File: src/hdl/pmd_pkg.sv
// Package for the PS/2 mouse packet decoder: payload structs, register
// indexes, packet position codes and byte masks. No dependencies.
package pmd_pkg;

  // Configuration register indexes
  localparam logic [1:0] CFG_BLOCK_ENABLED      = 2'd0;
  localparam logic [1:0] CFG_WHEEL_MODE         = 2'd1;
  localparam logic [1:0] CFG_EXTRA_BUTTONS_MODE = 2'd2;

  // Byte masks of the mouse protocol
  localparam logic [7:0] HDR_SYNC_MASK = 8'h08;
  localparam logic [7:0] BTN4_MASK     = 8'h10;
  localparam logic [7:0] BTN5_MASK     = 8'h20;
  localparam logic [7:0] NIBBLE_MASK   = 8'h0F;

  localparam int unsigned SUM_WIDTH = 16;

  // Position within a packet, one-hot
  typedef enum logic [3:0] {
    POS_HEAD  = 4'b0001,
    POS_X     = 4'b0010,
    POS_Y     = 4'b0100,
    POS_WHEEL = 4'b1000
  } pos_t;

  typedef struct packed {
    logic [7:0] rx_byte;
    logic       clear_motion;
  } in_t;

  typedef struct packed {
    logic                        left_button;
    logic                        right_button;
    logic                        middle_button;
    logic                        fourth_button;
    logic                        fifth_button;
    logic signed [SUM_WIDTH-1:0] sum_x;
    logic signed [SUM_WIDTH-1:0] sum_y;
    logic signed [SUM_WIDTH-1:0] sum_z;
    logic                        packet_done;
  } out_t;

endpackage

File: src/hdl/ps2_mouse_packet_decoder.sv
// Top level of the PS/2 mouse packet decoder (3-byte and 4-byte wheel packets).
// Depends on pmd_pkg.
// Usage:
//   Input channel (in_valid / in_stall / in_data) carries one mouse byte per
//   transaction plus a clear_motion flag that zeroes the x, y and wheel
//   accumulators before the byte is decoded.
//   Result channel (out_valid / out_stall / out_data) returns exactly one
//   result per input transaction: button state, the three accumulators
//   (16 bits, sign-extended or cut) and packet_done for a packet's last byte.
//   Config channel (cfg_valid / cfg_ready / cfg_index / cfg_data) writes
//   block_enabled, wheel_mode and extra_buttons_mode; always ready. Writes
//   to an index past the list are taken and ignored.
// Timing:
//   Throughput is one byte per cycle unless the result stalls; decode and
//   saturating add sit between the state registers and the result register.
//   A stalled result holds and raises in_stall; it is the only buffer.
// Reset:
//   rst_n (synchronous, active low) returns to packet start, releases all
//   buttons, zeroes the accumulators, enables the block, clears both modes
//   and empties the result register.
module ps2_mouse_packet_decoder #(
  parameter int unsigned ACC_WIDTH = 16
) (
  input  logic          clk,
  input  logic          rst_n,
  input  logic          in_valid,
  output logic          in_stall,
  input  pmd_pkg::in_t  in_data,
  output logic          out_valid,
  input  logic          out_stall,
  output pmd_pkg::out_t out_data,
  input  logic          cfg_valid,
  output logic          cfg_ready,
  input  logic [1:0]    cfg_index,
  input  logic          cfg_data
);

  // Sum width: two guard bits over the accumulator width
  localparam int unsigned SW = ACC_WIDTH + 2;
  localparam int unsigned OW = pmd_pkg::SUM_WIDTH;

  localparam logic signed [SW-1:0] ACC_HI =
    SW'((64'd1 << (ACC_WIDTH - 1)) - 64'd1);
  localparam logic signed [SW-1:0] ACC_LO = -ACC_HI - SW'(1);

  // Config registers
  logic enabled_r;
  logic wheel_mode_r;
  logic extra_mode_r;

  // Decoder state
  pmd_pkg::pos_t               pos_r, pos_nxt;
  logic [4:0]                  btn_r, btn_nxt;
  logic signed [ACC_WIDTH-1:0] acc_x_r, acc_x_nxt;
  logic signed [ACC_WIDTH-1:0] acc_y_r, acc_y_nxt;
  logic signed [ACC_WIDTH-1:0] acc_z_r, acc_z_nxt;
  logic                        done_nxt;

  // Result register
  logic          out_valid_r;
  pmd_pkg::out_t out_data_r, out_data_nxt;

  logic in_accept;

  function automatic logic signed [ACC_WIDTH-1:0] sat_add(
    input logic signed [ACC_WIDTH-1:0] acc,
    input logic signed [SW-1:0]        delta
  );
    logic signed [SW-1:0] s;
    s = SW'(acc) + delta;
    if (s > ACC_HI) begin
      s = ACC_HI;
    end else if (s < ACC_LO) begin
      s = ACC_LO;
    end
    return s[ACC_WIDTH-1:0];
  endfunction

  // Accept whenever the result slot is free or is being taken this cycle
  assign in_stall  = out_valid_r & out_stall;
  assign in_accept = in_valid & ~in_stall;
  assign cfg_ready = 1'b1;

  // Config writes
  always_ff @(posedge clk) begin
    if (!rst_n) begin
      enabled_r    <= 1'b1;
      wheel_mode_r <= 1'b0;
      extra_mode_r <= 1'b0;
    end else if (cfg_valid && cfg_ready) begin
      unique case (cfg_index)
        pmd_pkg::CFG_BLOCK_ENABLED:      enabled_r    <= cfg_data;
        pmd_pkg::CFG_WHEEL_MODE:         wheel_mode_r <= cfg_data;
        pmd_pkg::CFG_EXTRA_BUTTONS_MODE: extra_mode_r <= cfg_data;
        default: ;
      endcase
    end
  end

  // Per-byte decode
  always_comb begin
    logic [7:0]                  b;
    logic signed [SW-1:0]        dx8;
    logic signed [SW-1:0]        dz4;
    logic signed [ACC_WIDTH-1:0] ax, ay, az;
    b   = in_data.rx_byte;
    dx8 = {{(SW-8){b[7]}}, b};
    dz4 = {{(SW-4){b[3]}}, b[3:0] & pmd_pkg::NIBBLE_MASK[3:0]};

    // clear acts first, even when disabled
    ax = in_data.clear_motion ? '0 : acc_x_r;
    ay = in_data.clear_motion ? '0 : acc_y_r;
    az = in_data.clear_motion ? '0 : acc_z_r;

    pos_nxt   = pos_r;
    btn_nxt   = btn_r;
    acc_x_nxt = ax;
    acc_y_nxt = ay;
    acc_z_nxt = az;
    done_nxt  = 1'b0;

    if (!enabled_r) begin
      pos_nxt = pmd_pkg::POS_HEAD;
    end else begin
      unique case (pos_r)
        pmd_pkg::POS_HEAD: begin
          // header must carry the sync bit, else drop it
          if ((b & pmd_pkg::HDR_SYNC_MASK) != 8'h00) begin
            btn_nxt = {btn_r[4:3], b[2:0]};
            pos_nxt = pmd_pkg::POS_X;
          end
        end
        pmd_pkg::POS_X: begin
          acc_x_nxt = sat_add(ax, dx8);
          pos_nxt   = pmd_pkg::POS_Y;
        end
        pmd_pkg::POS_Y: begin
          acc_y_nxt = sat_add(ay, dx8);
          if (wheel_mode_r) begin
            pos_nxt = pmd_pkg::POS_WHEEL;
          end else begin
            pos_nxt  = pmd_pkg::POS_HEAD;
            done_nxt = 1'b1;
          end
        end
        pmd_pkg::POS_WHEEL: begin
          if (extra_mode_r) begin
            btn_nxt   = {(b & pmd_pkg::BTN5_MASK) != 8'h00,
                         (b & pmd_pkg::BTN4_MASK) != 8'h00,
                         btn_r[2:0]};
            acc_z_nxt = sat_add(az, dz4);
          end else begin
            // wheel byte is subtracted; -128 becomes +128
            acc_z_nxt = sat_add(az, -dx8);
          end
          pos_nxt  = pmd_pkg::POS_HEAD;
          done_nxt = 1'b1;
        end
        default: begin
          pos_nxt = pmd_pkg::POS_HEAD;
        end
      endcase
    end
  end

  // Result fields: accumulators sign-extended or truncated to 16 bits
  logic signed [OW-1:0] sum_x_w, sum_y_w, sum_z_w;
  generate
    if (ACC_WIDTH >= OW) begin : g_trunc
      assign sum_x_w = acc_x_nxt[OW-1:0];
      assign sum_y_w = acc_y_nxt[OW-1:0];
      assign sum_z_w = acc_z_nxt[OW-1:0];
    end else begin : g_sext
      assign sum_x_w = {{(OW-ACC_WIDTH){acc_x_nxt[ACC_WIDTH-1]}}, acc_x_nxt};
      assign sum_y_w = {{(OW-ACC_WIDTH){acc_y_nxt[ACC_WIDTH-1]}}, acc_y_nxt};
      assign sum_z_w = {{(OW-ACC_WIDTH){acc_z_nxt[ACC_WIDTH-1]}}, acc_z_nxt};
    end
  endgenerate

  always_comb begin
    out_data_nxt.left_button   = btn_nxt[0];
    out_data_nxt.right_button  = btn_nxt[1];
    out_data_nxt.middle_button = btn_nxt[2];
    out_data_nxt.fourth_button = btn_nxt[3];
    out_data_nxt.fifth_button  = btn_nxt[4];
    out_data_nxt.sum_x         = sum_x_w;
    out_data_nxt.sum_y         = sum_y_w;
    out_data_nxt.sum_z         = sum_z_w;
    out_data_nxt.packet_done   = done_nxt;
  end

  // State and result registers
  always_ff @(posedge clk) begin
    if (!rst_n) begin
      pos_r       <= pmd_pkg::POS_HEAD;
      btn_r       <= '0;
      acc_x_r     <= '0;
      acc_y_r     <= '0;
      acc_z_r     <= '0;
      out_valid_r <= 1'b0;
    end else begin
      if (in_accept) begin
        pos_r       <= pos_nxt;
        btn_r       <= btn_nxt;
        acc_x_r     <= acc_x_nxt;
        acc_y_r     <= acc_y_nxt;
        acc_z_r     <= acc_z_nxt;
        out_valid_r <= 1'b1;
      end else if (!out_stall) begin
        out_valid_r <= 1'b0;
      end
    end
  end

  always_ff @(posedge clk) begin
    if (in_accept) begin
      out_data_r <= out_data_nxt;
    end
  end

  assign out_valid = out_valid_r;
  assign out_data  = out_data_r;

  // Every accepted byte leaves a result waiting
  a_accept_gives_result: assert property (@(posedge clk) disable iff (!rst_n)
    in_accept |=> out_valid_r)
    else $error("accepted byte produced no result");

  // A waiting packet_done result means the decoder is back at packet start
  a_done_at_head: assert property (@(posedge clk) disable iff (!rst_n)
    (out_valid_r && out_data_r.packet_done) |-> (pos_r == pmd_pkg::POS_HEAD))
    else $error("packet_done without return to packet start");

  // A byte taken while disabled leaves the position at packet start
  a_disabled_head: assert property (@(posedge clk) disable iff (!rst_n)
    (in_accept && !enabled_r) |=> (pos_r == pmd_pkg::POS_HEAD))
    else $error("disabled block moved packet position");

endmodule

File: config.mk
export PLATFORM = sky130hd
export DESIGN_NAME = ps2_mouse_packet_decoder
export DESIGN_NICKNAME = d
export VERILOG_FILES = /design/src/hdl/pmd_pkg.sv /design/src/hdl/ps2_mouse_packet_decoder.sv
export SDC_FILE = /design/constraint.sdc
export NUM_CORES = 1
export LEC_CHECK = 0
export BUFFER_PORTS_ARGS = -buffer_cell sky130_fd_sc_hd__clkbuf_2
export CAP_MARGIN = 20
export CELL_PAD_IN_SITES_DETAIL_PLACEMENT = 1
export CELL_PAD_IN_SITES_GLOBAL_PLACEMENT = 1
export CORE_ASPECT_RATIO = 1.1
export CORE_MARGIN = 4
export CORE_UTILIZATION = 32
export DETAILED_ROUTE_END_ITERATION = 8
export GPL_TIMING_DRIVEN = 1
export MAX_ROUTING_LAYER = met4
export PLACE_DENSITY_LB_ADDON = 0.1
export SLEW_MARGIN = 30
export SYNTH_ARGS = -nofsm -noshare
export SYNTH_HDL_FRONTEND = slang
export SYNTH_SLANG_ARGS = --single-unit
File: constraint.sdc
create_clock -name clk -period 6.99 [get_ports clk]
set_input_delay 0.699 -clock clk [delete_from_list [all_inputs] [get_ports clk]]
set_output_delay 0.699 -clock clk [all_outputs]
set_load 0.02 [all_outputs]
Word level (Yosys, flattened, before mapping)
Index checks and enable logic that the tools add are counted.
{"block": "totals", "regBits": 115, "latchBits": 0, "mem_bits_rw": 0, "mem_bits_ro": 0, "out_inout_bits": 57, "memories": 0}
{"block": "op_classes", "add_sub_neg": 5, "multipliers": 0, "div_mod_pow": 0, "magnitude_cmp": 8, "eq_ne": 8, "shifts": 0, "n_mux": 30, "n_bitwise": 3, "reduce_logical": 5}
{"operator": "$mux 16", "count": 18}
{"operator": "$gt 17x16->1 const B", "count": 3}
{"operator": "$lt 17x16->1 const B", "count": 3}
{"operator": "$add 16x8->17", "count": 2}
{"operator": "$add 16x18->18", "count": 1}
{"operator": "$gt 18x16->1 const B", "count": 1}
{"operator": "$lt 18x16->1 const B", "count": 1}
{"operator": "$neg 8->18", "count": 1}
{"operator": "$add 16x4->17", "count": 1}
{"operator": "$mux 4", "count": 3}
{"operator": "$pmux 4 s3", "count": 1}
{"operator": "$mux 5", "count": 2}
{"operator": "$pmux 5 s2", "count": 1}
{"operator": "$reduce_and 2->1", "count": 4}
{"operator": "$eq 4x1->1 const B", "count": 1}
{"operator": "$eq 4x2->1 const B", "count": 1}
{"operator": "$eq 4x3->1 const B", "count": 1}
{"operator": "$eq 4x4->1 const B", "count": 1}
{"operator": "$mux 1", "count": 3}
{"operator": "$mux 3", "count": 1}
{"operator": "$ne 3x3->1 const B", "count": 1}
{"operator": "$and 1x1->1", "count": 2}
{"operator": "$eq 2x1->1 const B", "count": 1}
{"operator": "$eq 2x2->1 const B", "count": 1}
{"operator": "4 further kinds", "count": 4}

Logic depth before layout (Yosys ltp)
Gate-level depths: netlist of run 1.
{"block": "logic_depth", "ltp_word": 8, "mapped_depth": 16}

Least setup slack after synthesis of run 1
No wires, ideal clock.
{"block": "synth_timing", "kind": "input -> register", "startpoint": "input port in_data[0] (netlist bit)", "endpoint": "register out_data_r (netlist bit out_data[31]) (data pin)", "setup_time_ps": 259, "t_arrival_ps": 3741, "required_ps": 6731, "slack_ps": 2990, "cell_stages": 15, "n_path_buf": 3, "path_cell_list": "buf_2 > clkbuf_1 > clkbuf_1 > nor2b_1 > ha_1 > fa_1 > a211oi_1 > o21ai_1 > a41o_1 > a21bo_2 > a21o_1 > a21oi_1 > xnor2_1 > nor2b_1 > a211o_1"}
{"block": "synth_via", "elab_chain_len": 7, "elab_cells_between_ends": 8, "classes_between": "add/sub: 1; order compare: 2; mux: 5"}
{"element": "start, declared", "line": "ps2_mouse_packet_decoder.sv:28", "text": "input pmd_pkg::in_t in_data,"}
{"element": "$mux 16 (*)", "line": "ps2_mouse_packet_decoder.sv:112", "text": "ay = in_data.clear_motion ? '0 : acc_y_r;"}
{"element": "$add 16x8->17", "line": "ps2_mouse_packet_decoder.sv:70", "text": "s = SW'(acc) + delta;"}
{"element": "$lt 17x16->1", "line": "ps2_mouse_packet_decoder.sv:73", "text": "end else if (s < ACC_LO) begin"}
{"element": "$mux 16", "line": "ps2_mouse_packet_decoder.sv:73"}
{"element": "$mux 16", "line": "ps2_mouse_packet_decoder.sv:71", "text": "if (s > ACC_HI) begin"}
{"element": "$mux 16", "line": "ps2_mouse_packet_decoder.sv:125", "text": "unique case (pos_r)"}
{"element": "$mux 16 (*)", "line": "ps2_mouse_packet_decoder.sv:122", "text": "if (!enabled_r) begin"}
{"element": "named net acc_y_nxt[14]", "line": "ps2_mouse_packet_decoder.sv:55", "text": "logic signed [ACC_WIDTH-1:0] acc_y_r, acc_y_nxt;"}
{"element": "end signal, assigned", "line": "ps2_mouse_packet_decoder.sv:217", "text": "out_data_r <= out_data_nxt;"}
{"element": "end, declared", "line": "ps2_mouse_packet_decoder.sv:61", "text": "pmd_pkg::out_t out_data_r, out_data_nxt;"}
Mark *: on every way through the listed nets, which the timed path passes. The rest lies on a longest branch.
A chain may end at the register's enable or synchronous reset.

Final worst setup path of run 1
{"block": "layout_timing", "startpoint": "input port in_data[0] (netlist bit)", "endpoint": "register out_data_r (netlist bit out_data[30]) (data pin)"}
Same word-level chain as after synthesis.

==> impl_metrics.yaml, run 1 <==
clock_network:
  cts_tree: "yes"
  htreeDepth: 4
  clkTransAtPathRegs_ns: 0.06
  post_cts_resized: 0
  post_cts.repair.setup_buffers: 0
  root_buffer: "clkbuf_16"
  cts_max_path_buffers: 2
  cts_sinks: 115
  clock_latency_ns: 0.41
  cts_buffers: 17
  cts-hold-fix-buffers: 0
power_and_ir_drop:
  peakVddDrop_mv: 0.131
  p_int_uw: 1410
  powerDensity_mw_per_mm2: 198
  seq_power_share: 0.377
  switching_share: 0.296
  combPwrFrac: 0.177
  p_leak_uw: 0.00429
  clkPwrFrac: 0.446
  switchingPower_uw: 590
floorplan:
  start_util: 0.326
  fp.dieW_um: 166
  rows: 63
  fp.dieH_um: 182
  num_io_pins: 74
  die_area_mm2: 0.0303
  core_area_mm2: 0.0271
drt:
  routed_via_density: 5.40
  wl_per_cell_um: 19.3
  num_vias: 7772
  dr.pass1.iters: 5
  drt_wl_total_um: 27800
  ant_nets: 0
  drt_iter0_drc: 316
  drc_errors: 0
sta:
  tightest_slew_ns: 0.914
  relSlewSlack: 0.391
  grt_setup_unrepaired: "false"
  fin_crit_sh: 0.621
  clock-skew-final_ns: 0.0136
  fin_ws_ns: 2.65
  hold_viol_final: 0
  fin_crit_ns: 4.34
  fin_setup_tns_ns: 0
  setup_viol: 0
  slew_viol_final: 0
  fmax_mhz: 230
  whs_ns: 0.458
global_routing:
  grt_first_pass_wirelength_um: 45200
  grt_use_total: 0.189
  grt_pass1_vias: 8257
  overflow: 0
  met3_usage: 0.0243
  busiest_layer: "met2"
  antenna_found_initial: 0
  grt_use_met2: 0.337
  grt_max_degree: 78
  met1_usage: 0.229
synthesis:
  synth_nets: 1096
  synthCells: 1017
  synth_cell_type_count: 98
  yosysWarnings: 0
  synth_ff_type: "dfxtp_1"
  synth_edf_count: 54
  synth-seq-cells: 115
  ys_seq_area_frac: 0.322
  synth.avg_cell_area_um2: 8.69
  synthesis.area_mm2: 0.00884
  async_flop_share: 0
cells_and_area:
  final_layout_size_suffix_gt1_frac: 0.165
  nNetsFinal: 1149
  fin_util: 0.372
  fill_cells: 3218
  antennaDiodeCount: 0
  syn2layout_area_growth_pct: 14.2
  final_cells: 1440
setup_path:
  crit_arrival_ns: 4.51
  crit_type: "input port to register"
  critPathRequiredTime_ns: 7.16
  r2r_slack_ns: 3.40
  cp-start-kind: "input port"
  cp_max_fo: 21
  worstSetupEndpointType: "register"
min_path:
  hold_path.class: "register to register"
placement:
  hpwl_um: 20500
  dpl.cell_count: 1408
  dp_slack_ns: 2.27
  io_buffers: 72
  place.gp.congestion: 0.864
run:
  drv_cap: 0
run_status:
  status: "completed"
==> power groups by stage <==
| stage | clock [µW] | combinational [µW] | sequential [µW] |
|---|---|---|---|
| 6_report | 890 | 353 | 753 |
| 4_1_cts | 914 | 358 | 754 |
| 2_1_floorplan | 0 | 233 | 789 |
| 3_5_place_dp | 0 | 356 | 768 |
| 3_3_place_gp | 0 | 354 | 767 |
| 5_1_grt | 945 | 394 | 757 |
==> worst paths after layout <==
check,startpoint,endpoint,cells past startpoint
worst min-delay path,acc_x_r[14],acc_x_r[14],2
worst max register to register,acc_y_r[0],out_data[30],11
worst min register to register,acc_x_r[14],acc_x_r[14],2
worst max-delay path,in_data[0],out_data[30],13
==> routing by layer <==
metal | vias to the layer above | share of wire | routed length [µm]
met2 | 81 | 0.51 | 14300
li1 | 3870 | - | -
met3 | 20 | 0.017 | 485
met4 | 0 | 0.012 | 331
met1 | 3801 | 0.46 | 12700
met5 | - | 0 | 0
==> state kept, by name, summed over array words and instances, names as in the netlist <==
register	count
enabled_r	1
acc_x_r	16
wheel_mode_r	1
acc_z_r	16
out_data	54
out_valid	1
extra_mode_r	1
btn_r	5
acc_y_r	16
pos_r	4
==> synth_stat cells (all sizes together) (4+ instances only) <==
cell | instances | area (µm²)
o21ba | 4 | 40.0
a211o | 5 | 43.8
nand3 | 24 | 130
nor2 | 65 | 246
or2 | 5 | 31.3
o21ai | 81 | 409
a32o | 7 | 70.1
a311oi | 5 | 73.8
a21oi | 95 | 502
edfxtp | 54 | 1620
a2111oi | 4 | 60.1
nand4 | 5 | 31.3
inv | 30 | 113
a22o | 7 | 61.3
mux2 | 5 | 56.3
clkbuf | 31 | 116
o31ai | 9 | 72.6
dfxtp | 61 | 1220
xnor2 | 35 | 325
o21a | 7 | 52.6
a21boi | 10 | 75.1
a22oi | 4 | 40.0
xor2 | 21 | 184
and2b | 4 | 32.5
nor3b | 7 | 52.6
o21bai | 5 | 37.5
maj3 | 6 | 60.1
ha | 60 | 751
nor2b | 57 | 357
a31oi | 16 | 106
and2 | 6 | 40.0
nor3 | 16 | 91.3
nand2b | 12 | 75.1
nand2 | 111 | 419
a31o | 7 | 61.3
and3 | 8 | 55.1
o211ai | 11 | 92.6
a21o | 26 | 195
a211oi | 16 | 120
o22ai | 5 | 37.5
o41ai | 5 | 81.3
buf | 18 | 118
o2bb2ai | 5 | 43.8
==> final cells by class <==
cell class | instances | area, µm² | share of cell area
multi-input cells | 823 | 5660 | 0.560
flip-flops and latches | 115 | 2840 | 0.282
clock buffers | 20 | 457 | 0.0452
well taps | 357 | 447 | 0.0442
repair buffers | 83 | 443 | 0.0439
clock inverters | 12 | 133 | 0.0131
inverters | 30 | 115 | 0.0114
==> placed cells by master (no fill, tap or decap), drive strengths merged, types with 8 or more instances in the layout <==
cell type / count
a211oi: 16
a21boi: 10
a21o: 26
a21oi: 95
a31oi: 16
and3: 8
buf: 11
clkbuf: 92
dfxtp: 61
edfxtp: 54
ha: 60
inv: 30
nand2: 111
nand2b: 12
nand3: 24
nor2: 65
nor2b: 57
nor3: 16
o211ai: 11
o21ai: 81
o31ai: 9
xnor2: 35
xor2: 21
==> stage by stage <==
stage / area, µm² / power [µW]
2_1_floorplan: 8840 / 1020
5_1_grt: 10100 / 2090
3_5_place_dp: 9510 / 1120
4_1_cts: 10100 / 2030
3_3_place_gp: 9510 / 1120
6_report: 10100 / 2000
==> cell families after synthesis <==
group                    Yosys count  synth area share
multiplexers                       8           0.00977
buffers and inverters             79            0.0392
other                              1          0.000424
adder cells (fa/ha/maj)           68            0.0963
AND/OR/NAND/NOR                  331             0.187
flip-flops                       115             0.322
XOR/XNOR                          56            0.0576
AO/OA/AOI/OAI                    359             0.288
==> worst max-delay path, cell delays in order <==
cell	delay [ns]
clkbuf_2	0.43
buf_4	0.37
nor2b_1	0.08
ha_1	0.23
fa_1	0.43
a211oi_1	0.30
o21ai_1	0.15
a41o_1	0.31
o2111a_1	0.15
a211oi_2	0.71
nand2b_1	0.27
o21ai_0	0.16
a21o_1	0.20
Note: power is estimated with default switching activity, not from simulation.
==> inputs of run 2 (changes only) <==
==> constraint.sdc (replaced) <==
create_clock -name clk -period 4.36 [get_ports clk]
set_input_delay 0.436 -clock clk [delete_from_list [all_inputs] [get_ports clk]]
set_output_delay 0.436 -clock clk [all_outputs]
set_load 0.02 [all_outputs]
==> run 2 against run 1 <==
  * Routed wire length is 2.7% higher
  * Sequential cell count unchanged
  * First-iteration DRC count is 2.8% lower
  * Via count up 0.98%
  * Sequential power is 61% higher
  * Largest power group unchanged
  * Die area unchanged
  * Clock skew fell by 0.00094 ns
  * Utilization up 0.39 points
==> impl_metrics.yaml, run 2 (synthesized netlist as in run 1, its figures left out) <==
clock_network:
  cts-hold-fix-buffers: 0
  clkTransAtPathRegs_ns: 0.06
  clock_latency_ns: 0.43
  post_cts_resized: 0
  post_cts.repair.setup_buffers: 0
  cts_max_path_buffers: 2
  htreeDepth: 4
  cts_buffers: 17
  root_buffer: "clkbuf_16"
  cts_sinks: 115
  cts_tree: "yes"
global_routing:
  grt_pass1_vias: 8181
  met3_usage: 0.0227
  overflow: 0
  met1_usage: 0.242
  antenna_found_initial: 0
  grt_use_total: 0.192
  grt_use_met2: 0.335
  busiest_layer: "met2"
  grt_max_degree: 76
  grt_first_pass_wirelength_um: 45500
power_and_ir_drop:
  powerDensity_mw_per_mm2: 316
  switchingPower_uw: 983
  switching_share: 0.305
  power_uw: 3220
  p_leak_uw: 0.00436
  p_int_uw: 2240
  clkPwrFrac: 0.444
  peakVddDrop_mv: 0.183
  combPwrFrac: 0.181
  seq_power_share: 0.375
cells_and_area:
  antennaDiodeCount: 0
  syn2layout_area_growth_pct: 15.4
  final_cells: 1454
  layout_common_cells: "nand2_1 (110), a21oi_1 (90), clkbuf_2 (72)"
  largest_register_ffs: 54
  final_layout_size_suffix_gt1_frac: 0.176
  final_common_cell: "nand2_1"
  nNetsFinal: 1163
drt:
  wl_per_cell_um: 19.7
  drc_errors: 0
  num_vias: 7848
  ant_nets: 0
  routed_via_density: 5.40
  dr.pass1.iters: 4
  drt_wl_total_um: 28600
  drt_iter0_drc: 307
sta:
  grt_setup_unrepaired: "false"
  setup_viol: 0
  fin_setup_tns_ns: 0
  tightest_slew_ns: 0.885
  relSlewSlack: 0.410
  fin_ws_ns: 0.900
  hold_viol_final: 0
  fmax_mhz: 289
  fin_crit_ns: 3.46
  clock-skew-final_ns: 0.0126
  slew_viol_final: 0
  whs_ns: 0.249
  fin_crit_sh: 0.794
min_path:
  hold_path.class: "input port to register"
  worstHoldStart: "in_valid"
setup_path:
  cp_max_fo: 17
  cp-start-kind: "input port"
  cpMostUsedCell: "nor2_1"
  worstSetupEndpointType: "register"
  crit_arrival_ns: 3.81
  crit_start: "in_data[0]"
  critPathRequiredTime_ns: 4.71
  crit_type: "input port to register"
  path_cells: "clkbuf_2 -> buf_4 -> nor2b_1 -> ha_1 -> fa_1 -> a21oi_1 -> nor2_1 -> nor2_1 -> a2111o_1 -> a31oi_1 -> o21a_1 -> or2_2 -> or3b_1 -> a21boi_1"
  critPathMaxStageDelay_ns: 0.45
  crit_slowest_cell: "a2111o_1"
  r2r-start: "acc_x_r[0]"
floorplan:
  fp.dieW_um: 166
  rows: 63
  core_area_mm2: 0.0271
  start_util: 0.326
  fp.dieH_um: 182
  num_io_pins: 74
  die_area_mm2: 0.0303
run:
  drv_cap: 0
placement:
  dp_slack_ns: 0.441
  place.gp.congestion: 0.833
  hpwl_um: 21100
  io_buffers: 72
  dpl.cell_count: 1422
run_status:
  status: "completed"
[run 2: metrics by stage]
step / instance area (µm²) / util
3_5_place_dp: 9620 / 0.355
4_1_cts: 10200 / 0.376
5_1_grt: 10200 / 0.376
3_3_place_gp: 9620 / 0.355
2_1_floorplan: 8840 / -
6_report: 10200 / 0.376
[run 2: worst paths after layout]
check / end / slack, ns / cells past startpoint
worst min register to register: acc_x_r[14] / 0.46 / 2
worst min-delay path: out_valid / 0.25 / 2
worst max-delay path: acc_x_r[14] / 0.90 / 14
worst max register to register: acc_x_r[14] / 0.90 / 12
[run 2: final cells by class]
type | count | area, µm²
Clock buffer | 17 | 425
Clock inverter | 15 | 156
Fill cell | 3238 | 16900
Inverter | 30 | 115
Multi-Input combinational cell | 823 | 5650
Sequential cell | 115 | 2840
Tap cell | 357 | 447
Timing Repair Buffer | 97 | 561
[run 2: power by group through the flow]
stage / logic [µW] / registers, µW / clock network (µW)
after floorplan: 373 / 1270 / 0
after global placement: 586 / 1230 / 0
after detailed placement: 587 / 1230 / 0
after CTS: 590 / 1210 / 1460
after global routing: 644 / 1210 / 1500
final: 582 / 1210 / 1430
[run 2: layer usage]
metal	part of all wire	routed length, µm
met1	0.46	13300
met2	0.50	14400
met3	0.025	713
met4	0.0079	225
met5	0	0
[run 2: worst max-delay path: cells and delay by family]
family	cells	cell delay, ns
adder cells (fa/ha/maj)	2	0.51
AND/OR/NAND/NOR	5	1.16
AO/OA/AOI/OAI	5	1.39
buffers and inverters	2	0.31
